<file path="src/rtl/eth5t_pkg.sv">
// Shared types and constants of the Ethernet IPv4 five-tuple parser.
package eth5t_pkg;

    // Default width of the frame byte counter
    localparam int LENGTH_WIDTH_DEF = 16;

    // Byte positions within the frame, counted from the first destination MAC byte
    localparam int POS_ETYPE_HI  = 12;
    localparam int POS_ETYPE_LO  = 13;
    localparam int POS_IHL       = 14;
    localparam int POS_FRAG_HI   = 20;
    localparam int POS_FRAG_LO   = 21;
    localparam int POS_PROTO     = 23;
    localparam int POS_SRC_FIRST = 26;
    localparam int POS_SRC_LAST  = 29;
    localparam int POS_DST_FIRST = 30;
    localparam int POS_DST_LAST  = 33;

    // Header sizes in bytes
    localparam int ETH_HDR_LEN  = 14;
    localparam int IPV4_MIN_LEN = 20;
    localparam int TCP_HDR_LEN  = 20;
    localparam int UDP_HDR_LEN  = 8;

    // Smallest legal IPv4 header length in 32-bit words
    localparam logic [3:0] MIN_IHL = 4'd5;

    localparam logic [15:0] ETHERTYPE_IPV4 = 16'h0800;
    localparam logic [7:0]  PROTO_TCP      = 8'd6;
    localparam logic [7:0]  PROTO_UDP      = 8'd17;

    // One result item
    typedef struct packed {
        logic        accepted;
        logic [31:0] src_addr;
        logic [31:0] dst_addr;
        logic [7:0]  protocol_number;
        logic [15:0] src_l4_port;
        logic [15:0] dst_l4_port;
        logic [15:0] frame_length;
    } t_result;

endpackage

</file>
<file path="src/rtl/eth5t_if.sv">
// Valid/ready channel interfaces for frame bytes and for result items.
interface eth5t_byte_if;
    logic       valid;
    logic       ready;
    logic [7:0] data_byte;
    logic       last_byte;

    modport source (output valid, output data_byte, output last_byte, input ready);
    modport sink   (input valid, input data_byte, input last_byte, output ready);
endinterface

interface eth5t_result_if;
    logic        valid;
    logic        ready;
    logic        accepted;
    logic [31:0] src_addr;
    logic [31:0] dst_addr;
    logic [7:0]  protocol_number;
    logic [15:0] src_l4_port;
    logic [15:0] dst_l4_port;
    logic [15:0] frame_length;

    modport source (output valid, output accepted, output src_addr, output dst_addr,
                    output protocol_number, output src_l4_port, output dst_l4_port,
                    output frame_length, input ready);
    modport sink   (input valid, input accepted, input src_addr, input dst_addr,
                    input protocol_number, input src_l4_port, input dst_l4_port,
                    input frame_length, output ready);
endinterface

</file>
<file path="src/rtl/ethernet_ipv4_five_tuple_parser.sv">
// Top level: Ethernet IPv4 five-tuple parser with input and result registers.
//
// Usage
//   i_byte   : sink channel of frame bytes, one item per byte, last_byte set on
//              the final byte of the frame. An item moves when valid and ready
//              are both high at a rising edge of i_clk.
//   o_result : source channel, one item per frame, raised for the final byte.
//              It carries the accept flag, addresses, protocol, ports and the
//              frame byte count (saturating at 2^LENGTH_WIDTH - 1).
// Throughput: one byte per cycle unless a final byte waits for the result slot;
//   the parser updates its capture state in a single pass between the input
//   register and the result register. A final byte passes through both.
// Reset (i_rst_n low, synchronous): both registers empty, capture state zero,
//   so the next byte is taken as the first byte of a frame.
// Stall: while a result waits on o_result, ordinary bytes keep flowing into the
//   capture state; only a final byte holds in the input register until the
//   result slot frees, and i_byte.ready drops behind it.
module ethernet_ipv4_five_tuple_parser #(
    parameter int LENGTH_WIDTH = eth5t_pkg::LENGTH_WIDTH_DEF
) (
    input  logic             i_clk,
    input  logic             i_rst_n,
    eth5t_byte_if.sink       i_byte,
    eth5t_result_if.source   o_result
);

    // Input register
    logic       r_in_valid;
    logic [7:0] r_in_byte;
    logic       r_in_last;

    // Result register
    logic               r_out_valid;
    eth5t_pkg::t_result r_out;

    eth5t_pkg::t_result parse_res;
    logic               out_free;
    logic               step;

    // A final byte needs the result slot; other bytes advance at once
    assign out_free = !r_out_valid || o_result.ready;
    assign step     = r_in_valid && (!r_in_last || out_free);

    assign i_byte.ready = !r_in_valid || step;

    eth5t_parser #(
        .LENGTH_WIDTH (LENGTH_WIDTH)
    ) u_parser (
        .i_clk    (i_clk),
        .i_rst_n  (i_rst_n),
        .i_step   (step),
        .i_byte   (r_in_byte),
        .i_last   (r_in_last),
        .o_result (parse_res)
    );

    // Take a new byte whenever the held one moves on
    always_ff @(posedge i_clk) begin
        if (!i_rst_n) begin
            r_in_valid <= 1'b0;
        end else if (i_byte.valid && i_byte.ready) begin
            r_in_valid <= 1'b1;
        end else if (step) begin
            r_in_valid <= 1'b0;
        end
    end

    always_ff @(posedge i_clk) begin
        if (i_byte.valid && i_byte.ready) begin
            r_in_byte <= i_byte.data_byte;
            r_in_last <= i_byte.last_byte;
        end
    end

    // Load the result on the final byte, drop it once taken
    always_ff @(posedge i_clk) begin
        if (!i_rst_n) begin
            r_out_valid <= 1'b0;
        end else if (step && r_in_last) begin
            r_out_valid <= 1'b1;
        end else if (o_result.ready) begin
            r_out_valid <= 1'b0;
        end
    end

    always_ff @(posedge i_clk) begin
        if (step && r_in_last) begin
            r_out <= parse_res;
        end
    end

    assign o_result.valid           = r_out_valid;
    assign o_result.accepted        = r_out.accepted;
    assign o_result.src_addr        = r_out.src_addr;
    assign o_result.dst_addr        = r_out.dst_addr;
    assign o_result.protocol_number = r_out.protocol_number;
    assign o_result.src_l4_port     = r_out.src_l4_port;
    assign o_result.dst_l4_port     = r_out.dst_l4_port;
    assign o_result.frame_length    = r_out.frame_length;

    // A held byte must not be lost or overwritten
    a_in_hold: assert property (@(posedge i_clk) disable iff (!i_rst_n)
        r_in_valid && !step |=> r_in_valid && $stable(r_in_byte) && $stable(r_in_last))
        else $error("held input byte lost or overwritten");

    // A rejected frame carries no addresses, protocol or ports
    a_reject_zero: assert property (@(posedge i_clk) disable iff (!i_rst_n)
        r_out_valid && !r_out.accepted |->
            r_out.src_addr == 32'd0 && r_out.dst_addr == 32'd0 &&
            r_out.protocol_number == 8'd0 && r_out.src_l4_port == 16'd0 &&
            r_out.dst_l4_port == 16'd0)
        else $error("rejected result carries header fields");

    // An accepted frame holds at least Ethernet plus a minimal IPv4 header
    a_accept_len: assert property (@(posedge i_clk) disable iff (!i_rst_n)
        r_out_valid && r_out.accepted |->
            r_out.frame_length >= 16'(eth5t_pkg::ETH_HDR_LEN + eth5t_pkg::IPV4_MIN_LEN))
        else $error("accepted result with short frame");

    // Every result counts at least its final byte
    a_len_nonzero: assert property (@(posedge i_clk) disable iff (!i_rst_n)
        step && r_in_last |=> r_out_valid && r_out.frame_length != 16'd0)
        else $error("result with zero frame length");

endmodule

</file>
<file path="src/rtl/eth5t_parser.sv">
// Per-frame capture state and result evaluation of the five-tuple parser.
module eth5t_parser #(
    parameter int LENGTH_WIDTH = eth5t_pkg::LENGTH_WIDTH_DEF
) (
    input  logic                i_clk,
    input  logic                i_rst_n,
    input  logic                i_step,
    input  logic [7:0]          i_byte,
    input  logic                i_last,
    output eth5t_pkg::t_result  o_result
);

    localparam logic [LENGTH_WIDTH-1:0] COUNT_MAX = {LENGTH_WIDTH{1'b1}};

    logic [LENGTH_WIDTH-1:0] r_count, n_count;
    logic [15:0]             r_ether, n_ether;
    logic [3:0]              r_hw, n_hw;
    logic [12:0]             r_frag, n_frag;
    logic [31:0]             r_src, n_src;
    logic [31:0]             r_dst, n_dst;
    logic [7:0]              r_proto, n_proto;
    logic [15:0]             r_sport, n_sport;
    logic [15:0]             r_dport, n_dport;

    logic [LENGTH_WIDTH-1:0] pos;
    logic [6:0]              toff_cur, toff_new;
    logic [LENGTH_WIDTH-1:0] toff_pos;
    logic [LENGTH_WIDTH-1:0] need_len;
    logic                    ok_base, ok;

    assign pos      = r_count;
    assign toff_cur = 7'(eth5t_pkg::ETH_HDR_LEN) + 7'({r_hw, 2'b00});
    assign toff_pos = LENGTH_WIDTH'(toff_cur);

    // Capture the byte at its position; ports follow the header length
    always_comb begin
        n_count = (r_count == COUNT_MAX) ? r_count : r_count + 1'b1;
        n_ether = r_ether;
        n_hw    = r_hw;
        n_frag  = r_frag;
        n_proto = r_proto;
        n_src   = r_src;
        n_dst   = r_dst;
        n_sport = r_sport;
        n_dport = r_dport;

        if (pos == LENGTH_WIDTH'(eth5t_pkg::POS_ETYPE_HI) ||
            pos == LENGTH_WIDTH'(eth5t_pkg::POS_ETYPE_LO)) begin
            n_ether = {r_ether[7:0], i_byte};
        end else if (pos == LENGTH_WIDTH'(eth5t_pkg::POS_IHL)) begin
            n_hw = i_byte[3:0];
        end else if (pos == LENGTH_WIDTH'(eth5t_pkg::POS_FRAG_HI) ||
                     pos == LENGTH_WIDTH'(eth5t_pkg::POS_FRAG_LO)) begin
            n_frag = {r_frag[4:0], i_byte};
        end else if (pos == LENGTH_WIDTH'(eth5t_pkg::POS_PROTO)) begin
            n_proto = i_byte;
        end else if (pos inside {[eth5t_pkg::POS_SRC_FIRST:eth5t_pkg::POS_SRC_LAST]}) begin
            n_src = {r_src[23:0], i_byte};
        end else if (pos inside {[eth5t_pkg::POS_DST_FIRST:eth5t_pkg::POS_DST_LAST]}) begin
            n_dst = {r_dst[23:0], i_byte};
        end

        if (pos > LENGTH_WIDTH'(eth5t_pkg::POS_IHL)) begin
            if (pos == toff_pos || pos == toff_pos + 1'b1) begin
                n_sport = {r_sport[7:0], i_byte};
            end else if (pos == toff_pos + 2'd2 || pos == toff_pos + 2'd3) begin
                n_dport = {r_dport[7:0], i_byte};
            end
        end
    end

    // Judge the frame on the state that includes the final byte
    assign toff_new = 7'(eth5t_pkg::ETH_HDR_LEN) + 7'({n_hw, 2'b00});
    assign ok_base  = (n_ether == eth5t_pkg::ETHERTYPE_IPV4) &&
                      (n_count >= LENGTH_WIDTH'(eth5t_pkg::ETH_HDR_LEN +
                                                eth5t_pkg::IPV4_MIN_LEN)) &&
                      (n_hw >= eth5t_pkg::MIN_IHL) && (n_frag == 13'd0);

    always_comb begin
        need_len = LENGTH_WIDTH'(toff_new);
        case (n_proto)
            eth5t_pkg::PROTO_TCP: need_len = LENGTH_WIDTH'(toff_new) +
                                             LENGTH_WIDTH'(eth5t_pkg::TCP_HDR_LEN);
            eth5t_pkg::PROTO_UDP: need_len = LENGTH_WIDTH'(toff_new) +
                                             LENGTH_WIDTH'(eth5t_pkg::UDP_HDR_LEN);
            default:              need_len = '0;
        endcase
    end

    assign ok = ok_base && (n_count >= need_len);

    always_comb begin
        o_result                 = '0;
        o_result.frame_length    = 16'(n_count);
        if (ok) begin
            o_result.accepted        = 1'b1;
            o_result.src_addr        = n_src;
            o_result.dst_addr        = n_dst;
            o_result.protocol_number = n_proto;
            if (n_proto == eth5t_pkg::PROTO_TCP || n_proto == eth5t_pkg::PROTO_UDP) begin
                o_result.src_l4_port = n_sport;
                o_result.dst_l4_port = n_dport;
            end
        end
    end

    // Advance on each parsed byte; clear everything after the final byte
    always_ff @(posedge i_clk) begin
        if (!i_rst_n || (i_step && i_last)) begin
            r_count <= '0;
            r_ether <= '0;
            r_hw    <= '0;
            r_frag  <= '0;
            r_src   <= '0;
            r_dst   <= '0;
            r_proto <= '0;
            r_sport <= '0;
            r_dport <= '0;
        end else if (i_step) begin
            r_count <= n_count;
            r_ether <= n_ether;
            r_hw    <= n_hw;
            r_frag  <= n_frag;
            r_src   <= n_src;
            r_dst   <= n_dst;
            r_proto <= n_proto;
            r_sport <= n_sport;
            r_dport <= n_dport;
        end
    end

endmodule

</file>
<file path="src/flat_wrapper.sv">
// flat-port wrapper written by rule: the top's interface ports become plain ports
module ethernet_ipv4_five_tuple_parser_flat 
#(
    parameter int LENGTH_WIDTH = eth5t_pkg::LENGTH_WIDTH_DEF
)
  (i_clk, i_rst_n, i_byte_valid, i_byte_data_byte, i_byte_last_byte, i_byte_ready, o_result_valid, o_result_accepted, o_result_src_addr, o_result_dst_addr, o_result_protocol_number, o_result_src_l4_port, o_result_dst_l4_port, o_result_frame_length, o_result_ready);
  eth5t_byte_if i_byte_i ();
  eth5t_result_if o_result_i ();
  input  logic i_clk;
  input  logic i_rst_n;
  input wire logic [$bits(i_byte_i.valid)-1:0] i_byte_valid;
  input wire logic [$bits(i_byte_i.data_byte)-1:0] i_byte_data_byte;
  input wire logic [$bits(i_byte_i.last_byte)-1:0] i_byte_last_byte;
  output wire logic [$bits(i_byte_i.ready)-1:0] i_byte_ready;
  output wire logic [$bits(o_result_i.valid)-1:0] o_result_valid;
  output wire logic [$bits(o_result_i.accepted)-1:0] o_result_accepted;
  output wire logic [$bits(o_result_i.src_addr)-1:0] o_result_src_addr;
  output wire logic [$bits(o_result_i.dst_addr)-1:0] o_result_dst_addr;
  output wire logic [$bits(o_result_i.protocol_number)-1:0] o_result_protocol_number;
  output wire logic [$bits(o_result_i.src_l4_port)-1:0] o_result_src_l4_port;
  output wire logic [$bits(o_result_i.dst_l4_port)-1:0] o_result_dst_l4_port;
  output wire logic [$bits(o_result_i.frame_length)-1:0] o_result_frame_length;
  input wire logic [$bits(o_result_i.ready)-1:0] o_result_ready;
  assign i_byte_i.valid = i_byte_valid;
  assign i_byte_i.data_byte = i_byte_data_byte;
  assign i_byte_i.last_byte = i_byte_last_byte;
  assign i_byte_ready = i_byte_i.ready;
  assign o_result_valid = o_result_i.valid;
  assign o_result_accepted = o_result_i.accepted;
  assign o_result_src_addr = o_result_i.src_addr;
  assign o_result_dst_addr = o_result_i.dst_addr;
  assign o_result_protocol_number = o_result_i.protocol_number;
  assign o_result_src_l4_port = o_result_i.src_l4_port;
  assign o_result_dst_l4_port = o_result_i.dst_l4_port;
  assign o_result_frame_length = o_result_i.frame_length;
  assign o_result_i.ready = o_result_ready;
  ethernet_ipv4_five_tuple_parser #(.LENGTH_WIDTH(LENGTH_WIDTH)) u_core (.i_clk(i_clk), .i_rst_n(i_rst_n), .i_byte(i_byte_i), .o_result(o_result_i));
endmodule
</file>
<file path="config.mk">
export PLATFORM = sky130hd
export DESIGN_NAME = ethernet_ipv4_five_tuple_parser_flat
export DESIGN_NICKNAME = d
export VERILOG_FILES = /design/src/rtl/eth5t_pkg.sv /design/src/rtl/eth5t_if.sv /design/src/rtl/ethernet_ipv4_five_tuple_parser.sv /design/src/rtl/eth5t_parser.sv /design/src/flat_wrapper.sv
export SDC_FILE = /design/constraint.sdc
export NUM_CORES = 1
export LEC_CHECK = 0
export ABC_CLOCK_PERIOD_IN_PS = 13800
export BUFFER_PORTS_ARGS = -buffer_cell sky130_fd_sc_hd__buf_2
export CAP_MARGIN = 20
export CORE_MARGIN = 10
export CORE_UTILIZATION = 40
export DETAILED_ROUTE_END_ITERATION = 10
export PLACE_DENSITY = 0.57
export SETUP_SLACK_MARGIN = 0.05
export SYNTH_ARGS = -nofsm -noshare
export SYNTH_HDL_FRONTEND = slang
export SYNTH_SLANG_ARGS = --single-unit
</file>
<file path="constraint.sdc">
create_clock -name i_clk -period 13.8 [get_ports i_clk]
set_clock_uncertainty 0.1 [all_clocks]
set_input_delay 2.76 -clock i_clk [delete_from_list [all_inputs] [get_ports i_clk]]
set_output_delay 2.76 -clock i_clk [all_outputs]
set_load 0.1 [all_outputs]
</file>
* Word level (Yosys, flattened, before mapping)
Cells that the tools add are included.
Word-level totals: flip-flop bits (word level) 285, bits of input ports 13, output and inout bits 123, word-level logic and storage cells 110
Operators by class: $add $sub $neg 8, $lt $le $gt $ge 8, equal/unequal tests 14, muxes and demuxes 34, reductions and logical operators 26
Operators by type and width (number):
- $mux W32 | 12
- $mux W16 | 7
- $mux W105 | 1
- $eq A16 B4 Y1 const B | 3
- $eq A16 B5 Y1 const B | 3
- $eq A16 B8 Y1 | 3
- $mux W13 | 3
- $ge A16 B5 Y1 const B | 2
- $mux W8 | 4
- $add A16 B1 Y16 const B | 1
- $add A7 B2 Y8 const B | 2
- $eq A16 B12 Y1 const B | 1
- $eq A16 B16 Y1 const B | 1
- $eq A16 B7 Y1 | 1
- $ge A16 B16 Y1 | 1
- $ge A16 B6 Y1 const B | 1
- $gt A16 B4 Y1 const B | 1
- $le A16 B5 Y1 const B | 1
- $le A16 B6 Y1 const B | 1
- $pmux W8 S2 | 1
- $add A4 B6 Y7 const A | 2
- $logic_not A13 Y1 | 1
- $logic_and A1 B1 Y1 | 9
- $logic_or A1 B1 Y1 | 9
- other kinds (11) | 19

* Longest topological paths before layout
depth in word-level cells 10, depth in mapped cells 26, depth with buffers taken out 20

* Cells and area by module
A second synthesis with hierarchy kept.
Second synthesis, totals: cells, all modules 1329, area total of the unflattened synthesis 13076.3 um^2
By module, submodules not included:
- eth5t_parser | instances 1, cells each 1187, area an instance 9054.9 um^2, sequential area each 3062.9 um^2
- ethernet_ipv4_five_tuple_parser | instances 1, cells each 142, area an instance 4021.4 um^2, sequential area each 3943.8 um^2

* Least setup slack after synthesis
No wires, ideal clock.
path type input port to flip-flop, start in o_result_ready, end reg u_core.u_parser.r_count[0], in the netlist u_core.u_parser.pos[0], setup time 0.128 ns, arrival time 6.952 ns, data required time 13.572 ns, setup slack 6.621 ns, stages on the path 8, path buffers 3, path through nor2b_1 nand2_1 and3_1 nand2b_1 clkbuf_1 clkbuf_1 clkbuf_1 nor2_1
Between the ends: longest elaborated chain between the ends 5
Ends and longest elaborated chain:
- from (decl) | line flat_wrapper.sv:23 | input wire logic [$bits(o_result_i.ready)-1:0] o_result_ready;
- $logic_or A1 B1 Y1 (*) | line ethernet_ipv4_five_tuple_parser.sv:41 | assign out_free = !r_out_valid || o_result.ready;
- $logic_or A1 B1 Y1 (*) | line ethernet_ipv4_five_tuple_parser.sv:42 | assign step = r_in_valid && (!r_in_last || out_free);
- $logic_and A1 B1 Y1 (*) | line ethernet_ipv4_five_tuple_parser.sv:42
- $logic_and A1 B1 Y1 | line eth5t_parser.sv:109 | if (!i_rst_n || (i_step && i_last)) begin
- $logic_or A1 B1 Y1 | line eth5t_parser.sv:109
- to (signal assigned) | line eth5t_parser.sv:120 | r_count <= n_count;
- to (decl) | line eth5t_parser.sv:15 | logic [LENGTH_WIDTH-1:0] r_count, n_count;
Every way passes the cells marked *; elsewhere a longest branch is shown, timed or not. A chain may end at the register's enable or synchronous reset.

* Worst setup path in the final report
start reg u_core.u_parser.r_count[0], in the netlist u_core.u_parser.pos[0], end reg u_core.r_out, in the netlist u_core.o_result.dst_addr[17], data pin
Between the ends: elaborated cells between the ends (all ways) 48, classes of those cells add/sub (4); order compare (7); eq/ne (10); mux (18); reduce/logical (9)
RTL lines:
- $eq A16 B4 Y1 (on tied branches) | line eth5t_parser.sv:50, eth5t_parser.sv:47, eth5t_parser.sv:48
- $mux W4 or $logic_or A1 B1 Y1 (tied branches) | line eth5t_parser.sv:50, eth5t_parser.sv:47
- $mux W4 (*) | line eth5t_parser.sv:47 | if (pos == LENGTH_WIDTH'(eth5t_pkg::POS_ETYPE_HI) ||
- net u_core.u_parser.n_hw[0] | line eth5t_parser.sv:17 | logic [3:0] r_hw, n_hw;
- $add A4 B6 Y7 | line eth5t_parser.sv:73 | assign toff_new = 7'(eth5t_pkg::ETH_HDR_LEN) + 7'({n_hw, 2'b00});
- $add A7 B4 Y8 or $add A7 B5 Y8 (tied branches) | line eth5t_parser.sv:84, eth5t_parser.sv:82
- $pmux W8 S2 | line eth5t_parser.sv:81 | case (n_proto)
- $ge A16 B16 Y1 | line eth5t_parser.sv:90 | assign ok = ok_base && (n_count >= need_len);
- $logic_and A1 B1 Y1 (*) | line eth5t_parser.sv:90
- to (signal assigned) | line ethernet_ipv4_five_tuple_parser.sv:88 | r_out <= parse_res;
- to (decl) | line ethernet_ipv4_five_tuple_parser.sv:34 | eth5t_pkg::t_result r_out;
The timed path passes the listed nets; every way through them passes the cells marked *.

==> impl_metrics.csv <==
group,metric,value,unit
critical_path,cp.arrival,6.66,ns
sta,fin_ws,7.26,ns
finish,fin_nets,1420,
die,io_pins,136,
critical_path,critical_path_class,"flop to flop",
power,leakage,4.91,nW
grt,grt.total_usage,0.157,
critical_path,required,13.92,ns
die,initial_utilization,0.405,
drt,routed_wl,32500,µm
drt,drtPass1Iterations,4,
critical_path,cp-start-kind,"flop",
critical_path,r2r_slack,7.26,ns
logic_synthesis,synth_ff_type,"dfxtp_1",
clock_network,cts.clk_slew.worst_paths,0.06,ns
critical_path,reg2reg_from,"u_core.u_parser.pos[0]",
logic_synthesis,synth-edff-count,130,
min_path,min_from,"u_core.u_parser.r_dport[14]",
sta,hold_viol,0,
sta,tns,0,ns
die,die_h,202,µm
critical_path,worstPathMaxFanout,78,
placement,portBuffers,135,
die,die_w,202,µm
grt,grt_max_degree,94,
clock_network,root_buffer,"clkbuf_16",
drt,drcViolationCount,0,
finish,fin_util,0.465,
grt,grt_pass1_wl,52800,µm
min_path,holdPathEnd,"u_core.u_parser.r_dport[14]",
power,ir_drop,0.0845,mV
job,maxCapViolCount,0,
sta,fmax,0.153,GHz
clock_network,cts_inserted_buffers,34,
die,die-area,40600,µm²
logic_synthesis,synthArstFlopShare,0,
grt,antenna_found_initial,0,
die,rows,66,
drt,num_vias,9653,
placement,hpwl,20600,µm
sta,slew_headroom,0.298,
logic_synthesis,syn-cell-area,13200,µm²
min_path,hold_depth,2,
placement,place.gp.congestion,0.867,
run_status,outcome,"finished, final reports clean",
critical_path,reg2reg_depth,20,
logic_synthesis,yosys_warnings,0,
clock_network,cts_resized,0,
sta,post-route-period-util,0.474,
clock_network,cts_sinks,285,
placement,pre_cts_ws,7.30,ns
clock_network,cts_tree,"done",
drt,routedWlPerCell,17.5,µm
min_path,min_path_type,"flop to flop",
logic_synthesis,syn_area_per_cell,10.0,µm²
logic_synthesis,syn_inst,1317,
finish,nFillCells,3141,
critical_path,r2r-end,"u_core.o_result.dst_addr[17]",
clock_network,cts_setup_buffers,0,
logic_synthesis,ys_ff_latch,285,
clock_network,ctsHoldBuffers,0,
clock_network,clock_tree.buffer_depth,3,
logic_synthesis,ys_seq_area_frac,0.531,
finish,layout-drive-gt1-share,0.187,
sta,setup_viol,0,
die,coreArea,32500,µm²
logic_synthesis,synth_nets,1346,
power,power_density,127,nW/µm²
sta,period_needed,6.54,ns
sta,rsz0062_at_grt,"false",
finish,area_growth,14.8,%
sta,slew_viol_final,0,
finish,n_antenna_cell,0,
clock_network,h-tree-depth,2,
drt,routed_via_density,5.19,
grt,first_global_vias,9412,
logic_synthesis,ys_types,62,
sta,hold_ws,0.348,ns
drt,drtIter0Drc,616,
critical_path,setup.worst_path.end_class,"flop",
sta,worst_pin_slew,1.05,ns
drt,final_antenna_net_count,0,
grt,gr-total-overflow,0,
clock_network,clk_latency,0.51,ns
## metal layers
| metal | up-vias | track usage | part of all wire |
|---|---|---|---|
| li1 | 4793 | - | - |
| met1 | 4641 | 0.213 | 0.48 |
| met2 | 175 | 0.249 | 0.46 |
| met3 | 44 | 0.0320 | 0.046 |
| met4 | 0 | 0.0397 | 0.018 |
| met5 | - | 0 | 0 |
## worst max-delay path, stage by stage (launching register included)
cell,delay (ns)
dfxtp_1,0.54
inv_1,0.20
ha_1,0.26
or2_2,0.37
or4_1,0.79
mux2i_1,0.41
inv_1,0.08
ha_1,0.38
maj3_1,0.36
a21oi_1,0.16
nor2_1,0.05
o21ai_0,0.17
ha_1,0.26
nand2_1,0.07
nand2_1,0.05
a21oi_1,0.14
o211ai_1,0.11
a31oi_1,0.22
o2111a_4,0.50
buf_4,0.82
nor3_1,0.14
## cell type report
| class | instances | area, µm² | area share |
|---|---|---|---|
| Sequential cell | 285 | 7010 | 0.463 |
| Multi-Input combinational cell | 901 | 5600 | 0.370 |
| Clock buffer | 52 | 960 | 0.0634 |
| Timing Repair Buffer | 155 | 893 | 0.0590 |
| Tap cell | 442 | 553 | 0.0365 |
| Clock inverter | 10 | 76.3 | 0.00504 |
| Inverter | 14 | 52.6 | 0.00347 |
## state kept, by name, summed over array words and instances (netlist names), 4 cells and up
name	flops
u_core.u_parser.r_ether	16
u_core.r_in_byte	8
u_core.o_result.protocol_number	8
u_core.u_parser.r_frag	13
u_core.o_result.frame_length	16
u_core.o_result.dst_l4_port	16
u_core.u_parser.r_src	32
u_core.u_parser.pos	16
u_core.u_parser.r_proto	8
u_core.o_result.src_addr	32
u_core.u_parser.r_hw	4
u_core.u_parser.r_dport	16
u_core.u_parser.r_sport	16
u_core.o_result.dst_addr	32
u_core.o_result.src_l4_port	16
u_core.u_parser.r_dst	32
## through the flow
| stage | area, µm² | total power [mW] | instances |
|---|---|---|---|
| floorplan | 13200 | 1.06 | 1317 |
| global placement | 14000 | 1.09 | 1792 |
| detailed placement | 14100 | 1.10 | 1794 |
| CTS | 15100 | 1.95 | 1856 |
| global route | 15100 | 1.99 | 1859 |
| finish | 15100 | 1.92 | 1859 |
## cell usage in the layout, fill, tap and decap left out, types with 8 or more instances in the layout
cell / n
nand2_1: 259
dfxtp_1: 155
buf_2: 135
mux2i_1: 131
edfxtp_1: 130
a21oi_1: 122
nor3_1: 75
nor2_1: 65
clkbuf_16: 35
nor4_1: 30
nor3_2: 28
nand3_1: 17
xnor2_1: 17
ha_1: 16
buf_4: 16
clkbuf_1: 15
inv_1: 14
o21ai_0: 14
xor2_1: 13
nand4_1: 12
a21oi_2: 10
and3_1: 8
## cells in the mapped netlist, types with 3 or more instances
cell	count	area (µm²)
buf_6	12	135
and3_1	9	56.3
clkbuf_1	71	267
nor3_1	76	380
nand4_1	12	75.1
mux2_2	5	56.3
nor4_1	31	194
xor2_1	13	114
edfxtp_1	130	3900
xnor2_1	17	149
and2_1	7	43.8
nand4b_1	3	26.3
buf_4	5	37.5
nand3_1	17	85.1
nor2b_1	4	25.0
ha_1	16	200
a31oi_1	5	31.3
inv_1	14	52.6
or4_1	7	52.6
a211oi_1	4	30.0
nor2_1	65	244
a21oi_2	10	87.6
a21oi_1	122	611
buf_1	6	22.5
dfxtp_1	155	3100
o21a_1	5	37.5
nor3_2	27	270
and4_1	4	35.0
nand2_1	259	972
buf_2	23	115
mux2i_1	131	1310
o21ai_0	14	70.1
## how the worst max path moves through the flow
stage | startpoint | to | depth (start not counted)
floorplan | o_result_ready | u_core.u_parser.pos[0] | 8
global placement | o_result_ready | i_byte_ready | 4
detailed placement | u_core.u_parser.pos[0] | u_core.o_result.dst_addr[17] | 20
CTS | u_core.u_parser.pos[0] | u_core.o_result.dst_addr[17] | 20
global route | u_core.u_parser.pos[0] | u_core.o_result.dst_addr[17] | 20
finish | u_core.u_parser.pos[0] | u_core.o_result.dst_addr[17] | 20
## power breakdown
part | internal [mW] | switching, mW | leakage (nW)
clock network | 0.486 | 0.354 | 0.505
registers | 0.895 | 0.0104 | 2.34
logic | 0.0240 | 0.146 | 2.07
total | 1.40 | 0.510 | 4.91
## kinds of logic after synthesis
logic type      share of synthesized area
simple gates                        0.201
flops                               0.531
compound gates                     0.0753
mux                                 0.105
buf+inv                            0.0477
xor+xnor                           0.0229
fa+ha+maj                          0.0159
other cells                      0.000284
No activity file was read; power rests on OpenSTA's default activity.
